File: src/hdl/dfpa_pkg.sv
`timescale 1ns / 1ps
`default_nettype none
// ---------------------------------------------------------------------------
// dfpa_pkg
// Shared types and constants of the decimal fixed-point ALU pipeline.
// ---------------------------------------------------------------------------
package dfpa_pkg;

  localparam int unsigned SCALE  = 1000;
  localparam int unsigned WORD_W = 32;
  localparam int unsigned SUM_W  = WORD_W + 1;
  localparam int unsigned PROD_W = 2 * WORD_W;
  // |a| * 1000 < 2^41; a product at or above 2^41 saturates whatever its low bits
  localparam int unsigned NUM_W  = 41;
  localparam int unsigned DEN_W  = WORD_W;
  localparam int unsigned REM_W  = DEN_W + 1;

  localparam logic [DEN_W-1:0]  SCALE_DEN = DEN_W'(SCALE);
  localparam logic [WORD_W-1:0] WORD_MAX  = 32'h7FFF_FFFF;
  localparam logic [WORD_W-1:0] WORD_MIN  = 32'h8000_0000;

  typedef enum logic [1:0] {
    OP_ADD = 2'd0,
    OP_SUB = 2'd1,
    OP_MUL = 2'd2,
    OP_DIV = 2'd3
  } op_t;

  typedef enum logic [1:0] {
    ST_OK       = 2'd0,
    ST_OVERFLOW = 2'd1,
    ST_DIVZERO  = 2'd2
  } status_t;

  // Word carried through the long-division stages
  typedef struct packed {
    op_t                     op;
    logic                    neg;
    logic signed [SUM_W-1:0] sum;
    logic [DEN_W-1:0]        den;
    logic [REM_W-1:0]        rem;
    logic [NUM_W-1:0]        num;
  } div_word_t;

endpackage
`default_nettype wire

File: src/hdl/dfpa_front.sv
`timescale 1ns / 1ps
`default_nettype none
// ---------------------------------------------------------------------------
// dfpa_front
// Two stages: sign/magnitude split with add/subtract, then the 32x32
// multiply that forms either the product or the scaled dividend.
// ---------------------------------------------------------------------------
module dfpa_front (
  input  wire logic                        clk,
  input  wire logic                        rst,
  input  wire logic                        en,
  input  wire logic                        in_valid,
  input  wire dfpa_pkg::op_t               in_op,
  input  wire logic [dfpa_pkg::WORD_W-1:0] a,
  input  wire logic [dfpa_pkg::WORD_W-1:0] b,
  output logic                             out_valid,
  output dfpa_pkg::div_word_t              out_word
);

  logic [dfpa_pkg::WORD_W-1:0] mag_a_c, mag_b_c;
  logic [dfpa_pkg::SUM_W-1:0]  ext_a, ext_b;

  logic                              v1;
  dfpa_pkg::op_t                     op1;
  logic                              neg1;
  logic signed [dfpa_pkg::SUM_W-1:0] sum1;
  logic [dfpa_pkg::WORD_W-1:0]       mag_a1, rhs1;
  logic [dfpa_pkg::DEN_W-1:0]        den1;

  logic                              v2;
  dfpa_pkg::op_t                     op2;
  logic                              neg2;
  logic signed [dfpa_pkg::SUM_W-1:0] sum2;
  logic [dfpa_pkg::DEN_W-1:0]        den2;
  logic [dfpa_pkg::PROD_W-1:0]       prod2;

  always_comb begin
    mag_a_c = a[dfpa_pkg::WORD_W-1] ? (~a + 1'b1) : a;
    mag_b_c = b[dfpa_pkg::WORD_W-1] ? (~b + 1'b1) : b;
    ext_a   = {a[dfpa_pkg::WORD_W-1], a};
    ext_b   = {b[dfpa_pkg::WORD_W-1], b};
  end

  always_ff @(posedge clk) begin
    if (rst) begin
      v1 <= 1'b0;
      v2 <= 1'b0;
    end else if (en) begin
      v1 <= in_valid;
      v2 <= v1;
    end
  end

  always_ff @(posedge clk) begin
    if (en) begin
      op1    <= in_op;
      neg1   <= a[dfpa_pkg::WORD_W-1] ^ b[dfpa_pkg::WORD_W-1];
      sum1   <= (in_op == dfpa_pkg::OP_SUB) ? $signed(ext_a - ext_b) : $signed(ext_a + ext_b);
      mag_a1 <= mag_a_c;
      // multiply uses |b| as the right factor, divide scales the dividend by 1000
      rhs1   <= (in_op == dfpa_pkg::OP_MUL) ? mag_b_c : dfpa_pkg::SCALE_DEN;
      den1   <= (in_op == dfpa_pkg::OP_MUL) ? dfpa_pkg::SCALE_DEN : mag_b_c;

      op2    <= op1;
      neg2   <= neg1;
      sum2   <= sum1;
      den2   <= den1;
      prod2  <= dfpa_pkg::PROD_W'(mag_a1) * dfpa_pkg::PROD_W'(rhs1);
    end
  end

  always_comb begin
    out_valid     = v2;
    out_word.op   = op2;
    out_word.neg  = neg2;
    out_word.sum  = sum2;
    out_word.den  = den2;
    out_word.rem  = '0;
    // clamp: anything this large overflows after the division anyway
    out_word.num  = (|prod2[dfpa_pkg::PROD_W-1:dfpa_pkg::NUM_W]) ? '1
                                                                : prod2[dfpa_pkg::NUM_W-1:0];
  end

endmodule
`default_nettype wire

File: config.mk
export PLATFORM = sky130hd
export DESIGN_NAME = dfpa_front
export DESIGN_NICKNAME = d
export VERILOG_FILES = /design/src/hdl/dfpa_pkg.sv /design/src/hdl/dfpa_front.sv
export SDC_FILE = /design/constraint.sdc
export NUM_CORES = 2
export LEC_CHECK = 0
export BUFFER_PORTS_ARGS = -buffer_cell sky130_fd_sc_hd__buf_2
export CAP_MARGIN = 10
export CORE_ASPECT_RATIO = 0.75
export CORE_UTILIZATION = 50
export CTS_CLUSTER_SIZE = 24
export DETAILED_ROUTE_END_ITERATION = 8
export HOLD_SLACK_MARGIN = 0.06
export PLACE_DENSITY = 0.67
export SYNTH_ARGS = -nofsm -noshare
export SYNTH_HDL_FRONTEND = slang
export SYNTH_SLANG_ARGS = --single-unit
export TNS_END_PERCENT = 1
File: constraint.sdc
create_clock -name clk -period 8.94 [get_ports clk]
set_input_delay 1.788 -clock clk [delete_from_list [all_inputs] [get_ports clk]]
set_output_delay 1.788 -clock clk [all_outputs]
set_load 0.1 [all_outputs]
* Yosys cells after proc, flatten, opt, wreduce, memory -nomap -nowiden *
Cells that the tools add are included.
W data, S select, Z words.

operators by class
  bitwise operators = 3
  reductions and logical operators = 1
  muxes and demuxes = 4
  add/subtract/negate cells = 4
  equal/unequal tests = 2
  multiply operators = 1

operator list
  kind                     count
  $add A32 B1 Y32 const B  2
  $mul A32 B32 Y64         1
  $not A32 Y32             2
  $mux W41                 1
  $add A32 B32 Y33         1
  $mux W33                 1
  $sub A32 B32 Y33         1
  $mux W32                 1
  $mux W31                 1
  $reduce_or A23 Y1        1
  $eq A2 B1 Y1 const B     1
  $eq A2 B2 Y1 const B     1
  $xor A1 B1 Y1            1

storage, ports and cells
  register bits after elaboration = 266
  word-level logic and storage cells = 29

* Longest topological paths before layout *
  word-level depth = 3
  gate-level depth with buffers = 27
  mapped depth without buffers = 25

* Worst setup path after synthesis *
No wires, ideal clock.

  kind = register -> register
  start point = reg rhs1[17] (netlist bit)
  end point = reg prod2[63] (netlist bit) (data pin)
  clock period less this slack = 7.245 ns
  required time = 8.783 ns
  stages on the path, launching flop included = 25
  arrival time = 7.088 ns
  setup time = 0.157 ns
  path slack = 1.695 ns
  buffers on the path = 1
  cell sequence = edfxtp_1 clkbuf_1 and2_1 fa_1 inv_1 fa_1 inv_1 fa_1 inv_1 fa_1 inv_1 fa_1 fa_1 fa_1 fa_1 ha_1 and4_1 nand3_1 or4_1 o32ai_1 a211oi_1 o21ai_1 a31oi_1 and4b_1 nor3_1

between the ends
  longest elaborated chain between the ends = 1

ends and longest elaborated chain
  element                 line              source
  from (decl)             dfpa_front.sv:27  logic [dfpa_pkg::WORD_W-1:0] mag_a1, rhs1;
  from (signal assigned)  dfpa_front.sv:61  rhs1 <= (in_op == dfpa_pkg::OP_MUL) ? mag_b_c : dfpa_pkg::SCALE_DEN;
  $mul A32 B32 Y64        dfpa_front.sv:68  prod2 <= dfpa_pkg::PROD_W'(mag_a1) * dfpa_pkg::PROD_W'(rhs1);
  to (signal assigned)    dfpa_front.sv:68
  to (decl)               dfpa_front.sv:35  logic [dfpa_pkg::PROD_W-1:0] prod2;

No other way between the ends.
A chain may end at the register's enable or synchronous reset.

* Worst setup path in the final report *
  start point = reg rhs1[6] (netlist bit)
  end point = reg prod2[63] (netlist bit) (data pin)

Same word-level chain as after synthesis.

==> results.md <==
* Status: complete, no violations
* Clock buffer depth at 3
* Async S/R FF share, synth at 0%
* Hold Crit Start: den1[15]
* Synth cell count leaders: fa_1 (897), inv_1 (861), and2_1 (596)
* Post-synth EDFFs at 264
* Post-synthesis sequential element count at 266
* # resized after CTS at 0
* DP Wirelength at 96.6 mm
* Seq. cell area at 7970 µm²
* Largest net degree at the start of global routing at 79
* Setup Total Neg Slack at 0 ps
* Arrival @ worst endpoint at 8900 ps
* Primary FF master, synth: edfxtp_1
* Final ANT Viol Nets at 0
* CTS sink cnt at 266
* Largest cells by area after synthesis: fa_1 (39%), edfxtp_1 (17%), and2_1 (8.2%), ha_1 (8.2%), inv_1 (7.1%)
* CTS tree: done
* DIE AREA at 92300 µm²
* Fillers at 8066
* Area grow syn2layout at 7.05%
* H-tree lvl count at 2
* Buffers on Ports at 179
* Crit path max-delay cell type: edfxtp_1
* Final Hold Fails at 0
* Register area share after synthesis at 17.5%
* Fin crit period at 8520 ps
* GPL Wtd Cong at 0.921
* Row cnt at 95
* DIE HEIGHT at 263 µm
* Area occupied by multi-input gates at 33300 µm²
* Critical Path Start: rhs1[6]
* Setup violations, final at 0
* Synth area leader: fa_1
* CP dominant cell by count: fa_1
* Total setup buffers inserted after CTS at 0
* Total number of vias at 31500
* Total gr overflow at 0
* Worst setup EP type: flip-flop
* Core area at 89900 µm²
* Share of layout cells above drive strength 1 at 7.65%
* RSZ-0062 raised after global routing: false
* Max cap viols at 0
* Synth top area share at 39.4%
* Syn Area/Cell at 9.89 µm²
* Most common cell in the netlist: fa_1
* Hold Path Class: flip-flop to flip-flop
* Slew margin rel. at 25.3%
* Yosys warns at 0
* Skew-Pair Late Insertion Delay at 560 ps
* Max Slew Vio Count at 0
* I/O Pins at 213
* Worst-path clk slew at 70 ps
* Final worst path period share at 95.3%
* Hold slack at 418 ps
* DR iter-0 viols at 2530
* Post-Route WL at 116 mm
* Nets at 5930
* DRC viols at 0
* Mapped Area at 45500 µm²
* CP max stage delay at 890 ps
* Aggregate global-route resource usage at 26.0%
* Routed len/inst at 19.7 µm
* Clock Skew at 13.2 ps
* Mapped Cells at 4604
* Yosys cell types at 77
* Initial Util at 50.7%
* Initial antenna violation count at 3
* Root Buffer: clkbuf_16
* Worst Path Required at 9330 ps
* FF-to-FF Start: rhs1[6]
* Fmax at 117 MHz
* First-pass GRT wire length at 186 mm
* Vias per cell at 5.34
* Critical path peak fanout at 22
* Vias in the first global route at 32800
* Drt first pass iters at 5
* Crit start category: flip-flop
* Die Span X at 350 µm
* CP Class: flip-flop to flip-flop
* Hold Buf Count CTS at 0
* Number of CTS-inserted buffers at 34
* Worst Tran Pin Value at 1120 ps
* Cells along the critical path: buf_4 > and2_1 > fa_1 > fa_1 > fa_1 > inv_1 > fa_1 > inv_1 > fa_1 > fa_1 > fa_1 > fa_1 > ha_1 > and4_1 > nand3_1 > or4_1 > o32ai_1 > a211oi_1 > buf_4 > o21ai_1 > a31oi_1 > and4b_1 > nor3_1
==> cell families (layout without fill, tap and decap cells) <==
kind of cell / Yosys count / after routing / synth area share [%]
other: 1 / 34 / 0.00824
adder cells (fa/ha/maj): 1195 / 1195 / 47.6
multiplexers: 5 / 5 / 0.110
flip-flops: 266 / 266 / 17.5
AO/OA/AOI/OAI: 354 / 354 / 4.95
XOR/XNOR: 182 / 182 / 3.50
buffers and inverters: 1143 / 1198 / 9.74
AND/OR/NAND/NOR: 1458 / 1458 / 16.6
==> final timing paths <==
kind                             endpoint  slack [ps]  cells past startpoint
worst max register to register  prod2[63]         420                     23
worst min-delay path             den2[15]         420                      0
worst max-delay path            prod2[63]         420                     23
worst min register to register   den2[15]         420                      0
==> per-layer routing <==
metal	vias up	share of wire [%]	GRT usage, %
met2	936	48	41.3
met3	165	6.5	4.16
met4	0	2.6	7.05
met5	-	0	0
met1	16300	43	37.1
li1	14100	-	-
==> flip-flops by register name, indices dropped and copies added, names as in the netlist <==
signal / cells
sum1: 33
den2: 32
op1: 2
prod2: 64
mag_a1: 32
den1: 32
neg2: 1
out_valid: 1
op2: 2
rhs1: 32
v1: 1
neg1: 1
sum2: 33
==> worst max-delay path, delay by kind of cell (launching register included) <==
family                   cells  cell delay, ps
buffers and inverters        4             610
flip-flops                   1             890
AND/OR/NAND/NOR              6            1760
AO/OA/AOI/OAI                4             800
adder cells (fa/ha/maj)      9            4260
==> final cells by class <==
class | instances | area share (%)
clock inverter | 25 | 0.508
tap | 1212 | 3.11
timing repair buffer | 275 | 3.36
antenna | 1 | 0.00513
inverter | 861 | 6.63
sequential | 266 | 16.3
clock buffer | 37 | 1.81
multi-input combinational | 3227 | 68.2
==> cell usage in the layout, fill, tap and decap left out, types with 17 or more instances in the layout <==
cell       Yosys  routed
a21o_1        56      56
a21oi_1      107     107
a31oi_1       23      23
and2_1       596     596
buf_2          2     178
buf_4         36      95
clkbuf_16      0      35
conb_1         1      33
edfxtp_1     264     264
fa_1         897     897
ha_1         298     298
inv_1        861     861
nand2_1      557     557
nor2_1       107     107
o21ai_0       74      74
o21bai_1      19      19
o31ai_1       17      17
or3_1         52      52
xnor2_1       93      93
xor2_1        89      89
==> through the flow <==
stage	cells	cell area (µm²)	setup slack (ps)	util (%)
5_1_grt	5903	48700	75.6	54.2
4_1_cts	5903	48700	505	54.2
3_5_place_dp	5841	47600	540	53.0
6_report	5904	48700	422	54.2
2_1_floorplan	4636	45700	1700	-
3_3_place_gp	5841	47600	752	53.0
Power is not shown: default switching activity piles up to over one toggle a cycle in this logic, so the estimate is an artifact.
