`config.mk`:
```
export PLATFORM = sky130hd
export DESIGN_NAME = dfpa_back
export DESIGN_NICKNAME = d
export VERILOG_FILES = /design/src/hdl/dfpa_pkg.sv /design/src/hdl/dfpa_back.sv
export SDC_FILE = /design/constraint.sdc
export NUM_CORES = 1
export LEC_CHECK = 0
export ABC_AREA = 1
export BUFFER_PORTS_ARGS = -buffer_cell sky130_fd_sc_hd__buf_4
export CAP_MARGIN = 0
export CORE_ASPECT_RATIO = 0.6
export CORE_MARGIN = 2
export CORE_UTILIZATION = 49
export CTS_CLUSTER_DIAMETER = 150
export DETAILED_ROUTE_END_ITERATION = 16
export GPL_ROUTABILITY_DRIVEN = 0
export PLACE_DENSITY = 0.87
export SLEW_MARGIN = 20
export SYNTH_ARGS = -nofsm -noshare
export SYNTH_HDL_FRONTEND = slang
export SYNTH_SLANG_ARGS = --single-unit
```
`constraint.sdc`:
```
create_clock -name clk -period 5.23 [get_ports clk]
set_clock_uncertainty 0.2 [all_clocks]
set_input_delay 0.2615 -clock clk [delete_from_list [all_inputs] [get_ports clk]]
set_output_delay 0.2615 -clock clk [all_outputs]
set_load 0.01 [all_outputs]
```
`src/hdl/dfpa_pkg.sv`:
```
`timescale 1ns / 1ps
`default_nettype none
// ---------------------------------------------------------------------------
// dfpa_pkg
// Shared types and constants of the decimal fixed-point ALU pipeline.
// ---------------------------------------------------------------------------
package dfpa_pkg;

  localparam int unsigned SCALE  = 1000;
  localparam int unsigned WORD_W = 32;
  localparam int unsigned SUM_W  = WORD_W + 1;
  localparam int unsigned PROD_W = 2 * WORD_W;
  // |a| * 1000 < 2^41; a product at or above 2^41 saturates whatever its low bits
  localparam int unsigned NUM_W  = 41;
  localparam int unsigned DEN_W  = WORD_W;
  localparam int unsigned REM_W  = DEN_W + 1;

  localparam logic [DEN_W-1:0]  SCALE_DEN = DEN_W'(SCALE);
  localparam logic [WORD_W-1:0] WORD_MAX  = 32'h7FFF_FFFF;
  localparam logic [WORD_W-1:0] WORD_MIN  = 32'h8000_0000;

  typedef enum logic [1:0] {
    OP_ADD = 2'd0,
    OP_SUB = 2'd1,
    OP_MUL = 2'd2,
    OP_DIV = 2'd3
  } op_t;

  typedef enum logic [1:0] {
    ST_OK       = 2'd0,
    ST_OVERFLOW = 2'd1,
    ST_DIVZERO  = 2'd2
  } status_t;

  // Word carried through the long-division stages
  typedef struct packed {
    op_t                     op;
    logic                    neg;
    logic signed [SUM_W-1:0] sum;
    logic [DEN_W-1:0]        den;
    logic [REM_W-1:0]        rem;
    logic [NUM_W-1:0]        num;
  } div_word_t;

endpackage
`default_nettype wire

```
`src/hdl/dfpa_back.sv`:
```
`timescale 1ns / 1ps
`default_nettype none
// ---------------------------------------------------------------------------
// dfpa_back
// Output stage: restore sign, saturate to 32 bits and form the status.
// ---------------------------------------------------------------------------
module dfpa_back (
  input  wire logic                    clk,
  input  wire logic                    rst,
  input  wire logic                    en,
  input  wire logic                    in_valid,
  input  wire dfpa_pkg::div_word_t     in_word,
  output logic                         out_valid,
  output logic [dfpa_pkg::WORD_W-1:0]  result,
  output dfpa_pkg::status_t            status
);

  logic [dfpa_pkg::WORD_W-1:0] result_next;
  dfpa_pkg::status_t           status_next;
  logic [dfpa_pkg::NUM_W-1:0]  q;
  logic [dfpa_pkg::WORD_W-1:0] q_low;

  always_comb begin
    q           = in_word.num;
    q_low       = q[dfpa_pkg::WORD_W-1:0];
    result_next = '0;
    status_next = dfpa_pkg::ST_OK;
    case (in_word.op)
      dfpa_pkg::OP_ADD, dfpa_pkg::OP_SUB: begin
        if (!in_word.sum[dfpa_pkg::SUM_W-1] && in_word.sum[dfpa_pkg::WORD_W-1]) begin
          result_next = dfpa_pkg::WORD_MAX;
          status_next = dfpa_pkg::ST_OVERFLOW;
        end else if (in_word.sum[dfpa_pkg::SUM_W-1] && !in_word.sum[dfpa_pkg::WORD_W-1]) begin
          result_next = dfpa_pkg::WORD_MIN;
          status_next = dfpa_pkg::ST_OVERFLOW;
        end else begin
          result_next = in_word.sum[dfpa_pkg::WORD_W-1:0];
        end
      end
      dfpa_pkg::OP_MUL, dfpa_pkg::OP_DIV: begin
        if (in_word.op == dfpa_pkg::OP_DIV && in_word.den == '0) begin
          status_next = dfpa_pkg::ST_DIVZERO;
        end else if (!in_word.neg && q > dfpa_pkg::NUM_W'(dfpa_pkg::WORD_MAX)) begin
          result_next = dfpa_pkg::WORD_MAX;
          status_next = dfpa_pkg::ST_OVERFLOW;
        end else if (in_word.neg && q > dfpa_pkg::NUM_W'(dfpa_pkg::WORD_MIN)) begin
          result_next = dfpa_pkg::WORD_MIN;
          status_next = dfpa_pkg::ST_OVERFLOW;
        end else begin
          result_next = in_word.neg ? (~q_low + 1'b1) : q_low;
        end
      end
      default: begin
        result_next = '0;
        status_next = dfpa_pkg::ST_OK;
      end
    endcase
  end

  always_ff @(posedge clk) begin
    if (rst) begin
      out_valid <= 1'b0;
    end else if (en) begin
      out_valid <= in_valid;
    end
  end

  always_ff @(posedge clk) begin
    if (en) begin
      result <= result_next;
      status <= status_next;
    end
  end

endmodule
`default_nettype wire

```
### Yosys cells after proc, flatten, opt, wreduce, memory -nomap -nowiden

Index checks and enable logic that the tools add are counted.

* add/subtract/negate cells: 1
* equality and inequality tests: 3
* bitwise gates (word level): 1
* muxes and demuxes: 13
* reductions and logical operators: 12
* magnitude comparators: 2

Operators by type and width (number)
* $mux W32: 6
* $pmux W32 S2: 1
* $gt A41 B31 Y1 const B: 1
* $gt A41 B32 Y1 const B: 1
* $add A32 B1 Y32 const B: 1
* $logic_not A32 Y1: 1
* $not A32 Y32: 1
* $logic_and A1 B1 Y1: 5
* $eq A2 B2 Y1 const B: 2
* $mux W1: 4
* $pmux W2 S2: 1
* $reduce_or A2 Y1: 2
* $logic_not A1 Y1: 3
* $eq A2 B1 Y1 const B: 1
* $logic_not A2 Y1: 1
* $mux W2: 1

* output and inout port bits: 35
* register bits: 35
* input port bits: 146
* logic and storage cells: 35

### Depth between registers and ports, before layout

* depth after elaboration: 7
* mapped depth: 13
* mapped depth without buffers: 12

### Worst setup path before layout

Ideal clock, no wire load.

* path type: input to register
* start: input in_word[1] in the netlist's numbering
* end: register result[31] in the netlist's numbering (data pin)
* stages on the path: 12
* slack: 3.403 ns
* required time: 4.778 ns
* arrival: 1.375 ns
* library setup time: 0.252 ns
* buffers on the path: 1
* path through: inv_1 > ha_1 > nand3_1 > nor2_2 > nand3_2 > nor2_2 > nand2_2 > nand2_4 > buf_6 > nand3_1 > nand2_1 > nand2_1

* longest elaborated chain between the ends: 7
* elaborated cells on any way between the ends: 11
* classes of those cells: 1 x add/sub; 2 x order compare; 5 x mux; 1 x bitwise; 2 x reduce/logical

Ends and longest elaborated chain
* from (decl): line dfpa_back.sv:12 `input wire dfpa_pkg::div_word_t in_word,`
* $not A32 Y32: line dfpa_back.sv:50 `result_next = in_word.neg ? (~q_low + 1'b1) : q_low;`
* $add A32 B1 Y32: line dfpa_back.sv:50
* $mux W32: line dfpa_back.sv:50
* $mux W32: line dfpa_back.sv:46 `end else if (in_word.neg && q > dfpa_pkg::NUM_W'(dfpa_pkg::WORD_MIN)) begin`
* $mux W32 (*): line dfpa_back.sv:43 `end else if (!in_word.neg && q > dfpa_pkg::NUM_W'(dfpa_pkg::WORD_MAX)) begin`
* $mux W32 (*): line dfpa_back.sv:41 `if (in_word.op == dfpa_pkg::OP_DIV && in_word.den == '0) begin`
* $pmux W32 S2 (*): line dfpa_back.sv:28 `case (in_word.op)`
* net result_next (one bit): line dfpa_back.sv:18 `logic [dfpa_pkg::WORD_W-1:0] result_next;`
* to (signal assigned): line dfpa_back.sv:70 `result <= result_next;`
* to (decl): line dfpa_back.sv:14 `output logic [dfpa_pkg::WORD_W-1:0] result,`

The timed path passes the listed nets; every way through them passes the cells marked *.
A chain may end at the register's enable or synchronous reset.

### Final worst setup path

* start: input in_word[37] in the netlist's numbering
* end: register result[1] in the netlist's numbering (data pin)

* longest elaborated chain between the ends: 6
* elaborated cells on any way between the ends: 8
* classes of those cells: 2 x order compare; 4 x mux; 2 x reduce/logical

Ends and longest elaborated chain (line)
* $gt A41 B32 Y1: dfpa_back.sv:46
* $logic_and A1 B1 Y1: dfpa_back.sv:46
* $mux W32: dfpa_back.sv:46
* $mux W32 (*): dfpa_back.sv:43
* $mux W32 (*): dfpa_back.sv:41
* $pmux W32 S2 (*): dfpa_back.sv:28
* net result_next (one bit): dfpa_back.sv:18

Marked as above.

==> impl_metrics.toml <==
[status]
status = "complete, no violations"

[power]
leakage_nw = 2.23
p_per_area_nw_per_um2 = 198
clkPwrFrac = 0.275
swShare = 0.299
fin_total_pwr_uw = 881
power_frac_seq = 0.396
power.switching_uw = 263
vdd_drop_max_v = 0.000121
comb_power_share = 0.328
intPower_uw = 618

[clock_network]
cts_setup_buffers = 0
cts_made_buffers = 5
clockBufferDepth = 2
cts_sinks = 35
ctsHoldBuffers = 1
cts-resized-gates = 0
cts-root-buf = "clkbuf_8"
clk_latency_ps = 280
clk_pin_slew_ps = 80
cts_tree = "done"
cts_htree_levels = 2

[sta]
clock.fmax_mhz = 463
slew_viol_final = 0
whs_ps = 12.7
hold_violations = 0
slew_headroom = 0.364
period_needed_ps = 2160
tns_ps = 0
worst_slack_ps = 3070
timing.final.crit_share = 0.413
worst_slew_pin_slew_ps = 952
rsz0062_at_grt = "no"
setup_violations = 0

[finish]
layout_common_cells = "nand2_1 (223), buf_4 (147), nor2_1 (59)"
fin_area_um2 = 4450
layout_commonest_cell = "nand2_1"
diodes = 0
area_growth_pct = 35.9
drive_gt1_frac = 0.265
nNetsFinal = 796

[placed_design]
dp_slack_ps = 2800
io_buffers = 147
dp_hpwl_mm = 7.64
dpl-instance-area_um2 = 4320

[global_routing]
grtUsageTotal = 0.262
antenna_found_initial = 0
first_global_vias = 3355
grt_max_degree = 36
grt_overflow = 0
grt_pass1_wl_mm = 15.1

[detailed_routing]
wl_per_cell_um = 13.3
num_vias = 3877
drt_first_pass_iters = 6
via_per_inst = 5.29
drc = 0
drt-total-wl_mm = 9.76
drtIter0Drc = 340
drtAntennaViolNets = 0

[synth]
syn-cell-area_um2 = 3270
synth.distinct_cells = 33
seq_area_frac_synth = 0.318
yosysTopAreaCell = "edfxtp_1"
yosys-top-cells-area = "edfxtp_1 (31%), nand2_1 (26%), nor2_1 (6.8%), nand3_1 (5.4%), xor2_1 (3.7%)"
synth-seq-cells = 35
yosysWarnings = 0
synth_fp_nets = 663
syn_area_per_cell_um2 = 6.39
synth_top_cell_area_share = 0.312
syn_inst = 512

[floorplanning]
core-area_um2 = 6560
rows = 23
die_height_um = 67.3
die_area_um2 = 7370
start_util = 0.499
die_width_um = 110
ioPinCount = 181

[setup_path]
crit_required_ps = 5070
cp_max_fo = 32
startpoint_type = "input pin"
path_class = "in -> reg"
endpoint_kind = "flip-flop"
cp.arrival_ps = 2000
r2r-start = "out_valid$_SDFFE_PP0P_"
crit_start = "in_word[37]"

[min_path]
hold_start = "in_valid"
hp-class = "in -> reg"

[job]
max_cap_violations = 0
power by group through the flow:
stage	registers (mW)	clock network, mW	logic [mW]
2_1_floorplan	0.370	0	0.129
3_3_place_gp	0.355	0	0.278
3_5_place_dp	0.356	0	0.285
4_1_cts	0.349	0.248	0.287
5_1_grt	0.352	0.258	0.322
6_report	0.349	0.243	0.289
state kept, by name (all words and copies together) (netlist names):
register and count:
out_valid 1, result 32, status 2
cells in the mapped netlist (all sizes together):
master,count
dfxtp,1
nand3b,2
nand3,36
clkinv,1
and2,1
inv,30
nand2,227
nor3,2
xor2,14
o21ai,29
nor4,3
ha,5
a21oi,17
nor2,64
and3b,1
xnor2,2
clkbuf,9
or2,1
nand4,19
buf,13
edfxtp,34
mux2i,1
metrics by stage:
| stage | util | instances |
|---|---|---|
| 2_1_floorplan | - | 512 |
| 3_3_place_gp | 0.659 | 724 |
| 5_1_grt | 0.678 | 733 |
| 6_report | 0.678 | 733 |
| 4_1_cts | 0.678 | 733 |
| 3_5_place_dp | 0.659 | 724 |
logic make-up (layout without fill, tap and decap cells):
group                      count (synthesis)  count (layout)  share of synthesized area
muxes                                      1               1                    0.00306
buffers and inverters                     53             187                     0.0849
DFF                                       35              35                      0.318
xor gates and xnor gates                  16              16                     0.0428
adders and majority gates                  5               5                     0.0191
and+or+nand+nor                          356             356                      0.455
AOI/OAI and AO/OA                         46              46                     0.0772
final cells by class:
cell class | instances | area [um^2]
clock buffers | 5 | 68.8
multi-input cells | 424 | 1950
well taps | 87 | 109
repair buffers | 148 | 1110
inverters | 31 | 116
fillers | 565 | 2110
flip-flops and latches | 35 | 1040
clock inverters | 3 | 43.8
metal layers:
metal	global-route usage	wire, um	vias to the layer above
met5	0	0	-
met4	0.0712	113	0
met3	0.0685	1150	14
met2	0.414	4280	227
met1	0.359	4220	1707
li1	-	-	1929
worst paths after layout:
kind | slack, ps | cells past startpoint | end
worst max register to register | 4450 | 2 | out_valid$_SDFFE_PP0P_
worst max-delay path | 3070 | 11 | result[1]$_DFFE_PP_
worst min register to register | 310 | 2 | out_valid$_SDFFE_PP0P_
worst min-delay path | 10 | 3 | out_valid$_SDFFE_PP0P_
worst max-delay path, stage by stage:
cell     delay [ps]
buf_4           110
nor2_1           90
nand2_1          60
nor2_1           90
nand2_1          80
nor2_1          170
nand2_1          70
nand2_1         690
nand2_1         160
nand2_1         130
o21ai_2          70
No activity file was read; power rests on OpenSTA's default activity.
