### src/hdl/dfpa_pkg.sv
`timescale 1ns / 1ps
`default_nettype none
// ---------------------------------------------------------------------------
// dfpa_pkg
// Shared types and constants of the decimal fixed-point ALU pipeline.
// ---------------------------------------------------------------------------
package dfpa_pkg;

  localparam int unsigned SCALE  = 1000;
  localparam int unsigned WORD_W = 32;
  localparam int unsigned SUM_W  = WORD_W + 1;
  localparam int unsigned PROD_W = 2 * WORD_W;
  // |a| * 1000 < 2^41; a product at or above 2^41 saturates whatever its low bits
  localparam int unsigned NUM_W  = 41;
  localparam int unsigned DEN_W  = WORD_W;
  localparam int unsigned REM_W  = DEN_W + 1;

  localparam logic [DEN_W-1:0]  SCALE_DEN = DEN_W'(SCALE);
  localparam logic [WORD_W-1:0] WORD_MAX  = 32'h7FFF_FFFF;
  localparam logic [WORD_W-1:0] WORD_MIN  = 32'h8000_0000;

  typedef enum logic [1:0] {
    OP_ADD = 2'd0,
    OP_SUB = 2'd1,
    OP_MUL = 2'd2,
    OP_DIV = 2'd3
  } op_t;

  typedef enum logic [1:0] {
    ST_OK       = 2'd0,
    ST_OVERFLOW = 2'd1,
    ST_DIVZERO  = 2'd2
  } status_t;

  // Word carried through the long-division stages
  typedef struct packed {
    op_t                     op;
    logic                    neg;
    logic signed [SUM_W-1:0] sum;
    logic [DEN_W-1:0]        den;
    logic [REM_W-1:0]        rem;
    logic [NUM_W-1:0]        num;
  } div_word_t;

endpackage
`default_nettype wire

### src/hdl/dfpa_div_step.sv
`timescale 1ns / 1ps
`default_nettype none
// ---------------------------------------------------------------------------
// dfpa_div_step
// One restoring long-division step: one quotient bit per stage.
// ---------------------------------------------------------------------------
module dfpa_div_step (
  input  wire logic                clk,
  input  wire logic                rst,
  input  wire logic                en,
  input  wire logic                in_valid,
  input  wire dfpa_pkg::div_word_t in_word,
  output logic                     out_valid,
  output dfpa_pkg::div_word_t      out_word
);

  logic [dfpa_pkg::REM_W-1:0] trial;
  logic [dfpa_pkg::REM_W-1:0] den_ext;
  logic                       ge;
  dfpa_pkg::div_word_t        word_next;

  always_comb begin
    // shift the next dividend bit into the partial remainder
    trial   = {in_word.rem[dfpa_pkg::REM_W-2:0], in_word.num[dfpa_pkg::NUM_W-1]};
    den_ext = dfpa_pkg::REM_W'(in_word.den);
    ge      = (trial >= den_ext);
    word_next     = in_word;
    word_next.rem = ge ? (trial - den_ext) : trial;
    word_next.num = {in_word.num[dfpa_pkg::NUM_W-2:0], ge};
  end

  always_ff @(posedge clk) begin
    if (rst) begin
      out_valid <= 1'b0;
    end else if (en) begin
      out_valid <= in_valid;
    end
  end

  always_ff @(posedge clk) begin
    if (en) begin
      out_word <= word_next;
    end
  end

endmodule
`default_nettype wire

### config.mk
export PLATFORM = sky130hd
export DESIGN_NAME = dfpa_div_step
export DESIGN_NICKNAME = d
export VERILOG_FILES = /design/src/hdl/dfpa_pkg.sv /design/src/hdl/dfpa_div_step.sv
export SDC_FILE = /design/constraint.sdc
export NUM_CORES = 1
export LEC_CHECK = 0
export ABC_CLOCK_PERIOD_IN_PS = 8100
export BUFFER_PORTS_ARGS = -buffer_cell sky130_fd_sc_hd__buf_2
export CAP_MARGIN = 40
export CORE_MARGIN = 3
export CORE_UTILIZATION = 52
export DETAILED_ROUTE_END_ITERATION = 8
export PLACE_DENSITY_LB_ADDON = 0.3
export SLEW_MARGIN = 20
export SYNTH_ARGS = -nofsm -noshare
export SYNTH_HDL_FRONTEND = slang
export SYNTH_SLANG_ARGS = --single-unit
### constraint.sdc
create_clock -name clk -period 8.1 [get_ports clk]
set_clock_uncertainty 0.05 [all_clocks]
set_input_delay 0.81 -clock clk [delete_from_list [all_inputs] [get_ports clk]]
set_output_delay 0.81 -clock clk [all_outputs]
set_load 0.1 [all_outputs]
### After elaboration in Yosys (flattened, before gate mapping)

Cells that the tools add are included.

| word-level totals | value |
|---|---|
| bits in latches | 0 |
| word-level logic and storage cells | 10 |
| RAM bits | 0 |
| bits of input ports | 146 |
| ROM bits | 0 |
| register bits | 143 |
| memories | 0 |

| cells by class | value |
|---|---|
| muxes and demuxes | 1 |
| eq/ne operators | 0 |
| bitwise gates (word level) | 0 |
| shift-type cells | 0 |
| divide/modulo/power cells | 0 |
| $mul | 0 |
| magnitude comparators | 1 |
| $add $sub $neg | 1 |
| reduce and logical (&&, ||, !) cells | 0 |

Operators by type and width:

| cell | count |
|---|---|
| 33-bit by 32-bit >= comparator with 1-bit output | 1 |
| 33-bit two-way mux | 1 |
| 33-bit by 32-bit subtractor with 33-bit output | 1 |

### Depth between registers and ports, before layout

Gate-level depths: netlist (run 1).

| depth | value |
|---|---|
| word-level depth | 2 |
| gate-level depth with buffers | 13 |

### Least setup slack after synthesis (run 1)

No wires, ideal clock.

| timing | value |
|---|---|
| path kind | input to register |
| from | input port in_word[40] in the netlist's numbering |
| to | register out_word[73] in the netlist's numbering, data pin |
| cell stages on the path | 11 |
| required time | 7.790 ns |
| buffers on the path | 0 |
| setup slack | 4.930 ns |
| arrival | 2.860 ns |
| setup time | 0.260 ns |
| cell sequence | inv_1 > ha_1 > fa_1 > nor2b_1 > o21bai_1 > nand2_1 > a211oi_2 > a2111oi_2 > o21ai_2 > o21ai_1 > mux2_2 |

RTL lines:

| element | line | source |
|---|---|---|
| start: declaration | dfpa_div_step.sv:12 | `input wire dfpa_pkg::div_word_t in_word,` |
| end signal: assignment | dfpa_div_step.sv:42 | `out_word <= word_next;` |
| end: declaration | dfpa_div_step.sv:14 | `output dfpa_pkg::div_word_t out_word` |

==> flow_summary_export.csv, run 1 <==
group,metric,value,unit
status,status,"completed",
layout,regArea,0.00428,sq mm
global_route,grt_use_total,24.2,%
global_route,grt_pass1_wl,26800,um
sta,rsz0062_at_grt,"false",
global_route,grt_max_degree,86,
layout,multi_input_area,0.00221,sq mm
clock_network,cts_root_buf,"clkbuf_16",
clock_network,clkTransAtPathRegs,0.06,ns
synth,synth-async-reset-ratio,0,%
worst_setup_path,required,8.23,ns
detailed_routing,wire_per_inst,17.5,um
synth,synthFlopType,"edfxtp_1",
pwr,p_leak,0.00402,uW
clock_network,cts_hold_buf,0,
floorplan,num_io_pins,289,
synth,syn_area,0.00672,sq mm
synth,synth_warnings,0,
synth,synth_common_cells,"142 x edfxtp_1, 58 x nand2_1, 44 x o21ai_0",
floorplan,start_util,54.6,%
global_route,antenna_found_initial,3,
synth,yosysUniqueCellTypes,61,
worst_hold_path,worstHoldStart,"out_valid",
clock_network,cts_made_buffers,17,
clock_network,postCtsSetupBuffers,0,
synth,synth_edf_count,142,
global_route,grt-ovfl-total,0,
floorplan,die_y,120,um
synth,syn_avg_cell_area,12.9,sq um
pwr,ir_drop,140,uV
sta,finalCritPeriodShare,40.6,%
sta,period_minus_slack,3.28,ns
sta,max_freq,304,MHz
layout,area_growth,32.7,%
synth,synth_seq_cells,143,
sta,finalSetupViolCount,0,
worst_setup_path,start_kind,"input port",
detailed_routing,via_per_inst,5.28,
synth,syn-num-nets,700,
detailed_routing,first_pass_iters,4,
sta,relSlewSlack,47.0,%
global_route,grt_pass1_vias,5212,
worst_setup_path,crit_slowest_cell,"nand2_2",
worst_hold_path,hold_path.class,"reg2reg",
worst_setup_path,endpoint,"out_word[73]",
synth,synth_top_cell_by_area,"edfxtp_1",
synth,synth_area_leaders,"edfxtp_1 63%, ha_1 6.0%, o21ai_0 3.3%",
layout,fin_util,72.5,%
worst_setup_path,crit_chain,"buf_2 -> inv_1 -> ha_1 -> nor2b_1 -> o31ai_2 -> a211oi_1 -> o211ai_2 -> nand4_2 -> nand2_2 -> buf_16 -> nor2_1 -> mux2_2",
clock_network,cts_resized,0,
sta,slew_viol_final,0,
worst_setup_path,r2r-end,"out_valid",
worst_setup_path,criticalPathCategory,"in2reg",
placement,port_buffers,287,
clock_network,cts.sinks,143,
synth,synthCells,521,
floorplan,core,0.0123,sq mm
detailed_routing,vias,5257,
worst_setup_path,rrSetupSlack,7.45,ns
floorplan,die-width,120,um
pwr,power_density,289,mW/mm^2
layout,fill_cells,876,
placement,place_hpwl,13500,um
sta,final.setup.tns,0,ns
layout,drive_above_1_share,40.6,%
sta,hold_violations,0,
placement,globalplace.congestion,0.911,
worst_setup_path,cp_num_buf_inv,3,
clock_network,htree_levels,4,
worst_setup_path,critPathCaptureType,"register",
detailed_routing,drcViolationCount,0,
worst_setup_path,crit_fanout,35,
worst_setup_path,crit_family,"simple AND/OR/NAND/NOR gates",
detailed_routing,postRouteAntennaNets,0,
clock_network,clkLatencyLatePin,0.41,ns
worst_setup_path,crit_path_start,"in_word[75]",
synth,synth-seq-area-share,63.7,%
worst_setup_path,path_depth,12,
detailed_routing,drt_iter0_markers,439,
sta,worst_pin_slew,0.795,ns
synth,synth_top_cell_area_share,63.4,%
worst_setup_path,arrival,3.41,ns
worst_setup_path,cp_slowest_stage_delay,0.46,ns
synth,synth_most_common_cell,"edfxtp_1",
floorplan,die_area,0.0143,sq mm
clock_network,max-clock-path-buffers,2,
clock_network,cts_tree,"done",
worst_setup_path,timing.rr.start,"out_valid",
floorplan,row_count,40,
job,maxCapViolations,0,
layout,final_nets,993,
detailed_routing,drt-total-wl,17400,um
worst_setup_path,reg2reg_depth,2,
state kept, by name, summed over array words and instances, names as in the netlist:
| signal | flops |
|---|---|
| out_word | 142 |
| out_valid | 1 |
how the worst min path moves through the flow:
stage	slack, ns	cells past startpoint	to
2_1_floorplan	0.83	1	out_valid
3_3_place_gp	0.43	2	out_valid
3_5_place_dp	0.45	2	out_valid
4_1_cts	0.46	2	out_valid
5_1_grt	0.48	2	out_valid
6_report	0.46	2	out_valid
power by group:
| part | internal [uW] | switching, uW |
|---|---|---|
| Clock | 484 | 295 |
| Sequential | 905 | 16.7 |
| Combinational | 159 | 723 |
routing by layer:
metal / GRT usage (%) / part of all wire, % / up-vias
met5: 0 / 0.15 / -
met4: 9.88 / 2.6 / 4
met3: 8.62 / 8.0 / 41
met2: 43.3 / 53 / 220
met1: 26.1 / 36 / 2472
li1: - / - / 2520
layout by cell type (no fill, tap or decap), types with 3 or more instances in the layout:
cell type	n
clkinvlp_4	4
o21bai_1	3
inv_1	38
nand2_1	57
nor2b_1	4
nor3_1	3
xnor2_1	9
nand3_1	8
a211oi_1	6
a21oi_1	26
xor2_1	18
and2_1	6
buf_2	286
o211ai_1	3
a21o_1	19
and3_1	3
edfxtp_1	142
nor2_1	21
ha_1	32
nor3b_1	3
o21a_1	5
nand2b_1	8
o21ai_0	44
nand4_1	4
bufinv_16	3
clkbuf_16	17
o21ai_1	5
tightest hold or removal path, stage by stage, from the launching register on:
cell     delay [ns]
dfxtp_1        0.32
mux2i_1        0.07
nor2_1         0.08
stage by stage:
step / instance area (sq um) / hold slack (ns) / total power [uW] / cells / setup WS (ns)
final: 8920 / 0.459 / 2580 / 995 / 4.82
after global routing: 8920 / 0.476 / 2680 / 995 / 4.62
after CTS: 8920 / 0.461 / 2600 / 994 / 4.78
after detailed placement: 8330 / 0.451 / 1820 / 963 / 4.34
after global placement: 8300 / 0.429 / 1800 / 962 / 4.24
after floorplan: 6720 / 0.832 / 1650 / 521 / 4.93
layout make-up:
cell class	count	area share (%)
diodes	1	0.0280
well taps	168	2.36
flip-flops and latches	143	48.0
multi-input cells	324	24.8
clock inverters	12	1.79
clock buffers	19	4.85
inverters	39	1.64
repair buffers	289	16.6
cell families (layout without fill, tap and decap cells):
family	Yosys count	in the layout	synth area share (%)
flip-flops	143	143	63.7
AO/OA/AOI/OAI	136	136	13.8
AND/OR/NAND/NOR	126	126	8.91
buffers and inverters	54	359	3.44
adder cells (fa/ha/maj)	33	33	6.25
XOR/XNOR	27	27	3.52
multiplexers	2	2	0.316
other	0	1	0
No activity file was read; power rests on OpenSTA's default activity.
==> run 2: changes to the inputs <==
- ABC_AREA: not set -> 1
- ABC_CLOCK_PERIOD_IN_PS: 8100 -> 3200
- CORE_UTILIZATION: 52 -> 50
- clock period: 8.1 -> 3.2 ns (I/O delays scaled with it)
==> flow_summary_export.csv, run 2 <==
group,metric,value,unit
synth,synth_warnings,0,
sta,relSlewSlack,58.5,%
clock_network,cts_resized,0,
clock_network,htree_levels,4,
layout,reg_top3,"out_word x142, out_valid x1",
detailed_routing,wire_per_inst,16.0,um
pwr,power_density,657,mW/mm^2
placement,place_hpwl,16800,um
synth,synth_area_leaders,"edfxtp_1 56%, nand2_1 16%, inv_1 8.2%",
worst_setup_path,criticalPathCategory,"in2reg",
synth,synthCells,846,
worst_setup_path,crit_family,"simple AND/OR/NAND/NOR gates",
layout,postLayoutCellArea,0.00985,sq mm
layout,drive_above_1_share,30.2,%
clock_network,max-clock-path-buffers,2,
worst_setup_path,crit_fanout,34,
synth,synth-async-reset-ratio,0,%
floorplan,num_io_pins,289,
status,status,"completed",
worst_setup_path,cp_num_buf_inv,4,
sta,max_freq,477,MHz
synth,syn_avg_cell_area,9.00,sq um
clock_network,clkLatencyLatePin,0.42,ns
floorplan,die-width,129,um
floorplan,start_util,51.8,%
layout,top_register,"out_word",
worst_setup_path,cp_slowest_stage_delay,0.34,ns
worst_setup_path,reg2reg_depth,2,
synth,yosysUniqueCellTypes,31,
placement,dpl_cell_area,0.00926,sq mm
clock_network,cts_root_buf,"clkbuf_16",
sta,rsz0062_at_grt,"false",
worst_setup_path,crit_chain,"buf_2 -> inv_1 -> ha_1 -> nand2_2 -> inv_2 -> nand2_1 -> nand2_1 -> inv_2 -> nand3_2 -> nand2_2 -> nand2_2 -> nand2_2 -> nand3_4 -> nand2_1 -> nand2_1",
global_route,grt_pass1_wl,31700,um
clock_network,clkTransAtPathRegs,0.06,ns
sta,hold_violations,0,
sta,hold_ws,0.0232,ns
worst_setup_path,critPathCaptureType,"register",
layout,layout_commonest_cell,"nand2_1",
worst_setup_path,rrSetupSlack,2.56,ns
sta,setup_ws,1.10,ns
placement,port_buffers,287,
worst_setup_path,crit_slowest_cell,"ha_1",
detailed_routing,drt_iter0_markers,447,
layout,fill_cells,1225,
synth,synth-seq-area-share,56.3,%
detailed_routing,postRouteAntennaNets,0,
detailed_routing,via_per_inst,4.85,
clock_network,cts.sinks,143,
global_route,grt_use_total,25.0,%
detailed_routing,drcViolationCount,0,
floorplan,core,0.0147,sq mm
pwr,ir_drop,381,uV
sta,finalCritPeriodShare,65.5,%
synth,synth_top_cell_area_share,56.0,%
worst_setup_path,r2r-end,"out_valid",
sta,finalSetupViolCount,0,
synth,synthFlopType,"edfxtp_1",
layout,largest_reg_flops,142,
placement,pre_cts_ws,0.653,ns
clock_network,cts_hold_buf,1,
global_route,grt_max_degree,67,
synth,syn_area,0.00761,sq mm
global_route,grt_pass1_vias,6089,
layout,mostFrequentLayoutCells,"318 x nand2_1, 286 x buf_2, 166 x inv_1, 142 x edfxtp_1, 35 x nand4_1",
synth,synth_edf_count,142,
sta,worst_pin_slew,0.622,ns
worst_setup_path,path_depth,15,
layout,final_nets,1327,
synth,synth_most_common_cell,"nand2_1",
worst_setup_path,required,3.32,ns
global_route,grt-ovfl-total,0,
synth,syn-num-nets,1025,
worst_setup_path,start_kind,"input port",
global_route,antenna_found_initial,3,
sta,final.setup.tns,0,ns
layout,fin_util,67.0,%
detailed_routing,drt-total-wl,21500,um
worst_setup_path,crit_path_start,"in_word[82]",
floorplan,die_y,129,um
clock_network,cts_tree,"done",
synth,synth_seq_cells,143,
worst_hold_path,hold_path.class,"in2reg",
sta,slew_viol_final,0,
synth,synth_top_cell_by_area,"edfxtp_1",
job,maxCapViolations,0,
pwr,p_leak,0.00521,uW
floorplan,row_count,44,
layout,area_growth,29.4,%
worst_setup_path,endpoint,"out_word[69]",
worst_setup_path,arrival,2.21,ns
placement,globalplace.congestion,0.897,
detailed_routing,first_pass_iters,6,
sta,period_minus_slack,2.10,ns
floorplan,die_area,0.0167,sq mm
detailed_routing,vias,6517,
clock_network,postCtsSetupBuffers,0,
worst_setup_path,timing.rr.start,"out_valid",
clock_network,cts_made_buffers,17,
synth,synth_common_cells,"318 x nand2_1, 166 x inv_1, 142 x edfxtp_1",
run 2: cell count changes after synthesis, sizes merged, moves of 19 or more:
cell	previous run	this run
a21o	19	0
inv	39	170
nand2	58	324
nand3	8	32
nand4	5	36
nor2	21	41
o21ai	51	2
run 2: stage by stage:
| stage | power, uW | instances |
|---|---|---|
| 6_report | 6470 | 1345 |
| 5_1_grt | 6710 | 1345 |
| 4_1_cts | 6510 | 1344 |
| 3_5_place_dp | 4560 | 1312 |
| 3_3_place_gp | 4530 | 1312 |
| 2_1_floorplan | 4120 | 846 |
run 2: worst register-to-register path, delay by kind of cell, from the launching register on:
family / cells / cell delay [ns]
muxes: 1 / 0.12
DFF: 1 / 0.30
and+or+nand+nor: 1 / 0.06
run 2: how the worst min path moves through the flow:
stage	depth (start not counted)	startpoint	end	slack (ns)
5_1_grt	1	in_word[7]	out_word[8]	0.005
4_1_cts	1	in_word[7]	out_word[8]	0.01
3_3_place_gp	2	out_valid	out_valid	0.42
6_report	1	in_word[112]	out_word[112]	0.02
2_1_floorplan	1	rst	out_valid	0.34
3_5_place_dp	2	rst	out_valid	0.44
run 2: power breakdown:
part / total [uW] / switching (uW) / internal (uW)
Combinational: 2200 / 1820 / 379
Clock: 1950 / 798 / 1160
Sequential: 2310 / 40.5 / 2270
run 2: cells by family after synthesis:
kind of cell | share of synthesized area, %
muxes | 0.131
xor gates and xnor gates | 1.73
buffers and inverters | 9.46
DFF | 56.3
AOI/OAI and AO/OA | 1.61
adders and majority gates | 5.52
and+or+nand+nor | 25.3
run 2: cell type report:
type / instances / area (sq um) / area share (%)
Sequential cell: 143 / 4280 / 43.5
Multi-Input combinational cell: 521 / 2610 / 26.5
Timing Repair Buffer: 295 / 1510 / 15.3
Inverter: 170 / 638 / 6.48
Clock buffer: 17 / 425 / 4.32
Tap cell: 184 / 230 / 2.34
Clock inverter: 14 / 155 / 1.58
Antenna cell: 1 / 2.50 / 0.0254
run 2: routing by layer:
layer / GRT usage, % / vias up / share of wire, %
li1: - / 3313 / -
met5: 0 / - / 0.11
met1: 29.1 / 2921 / 39
met4: 10.6 / 4 / 3.3
met3: 5.69 / 53 / 7.0
met2: 44.6 / 226 / 50
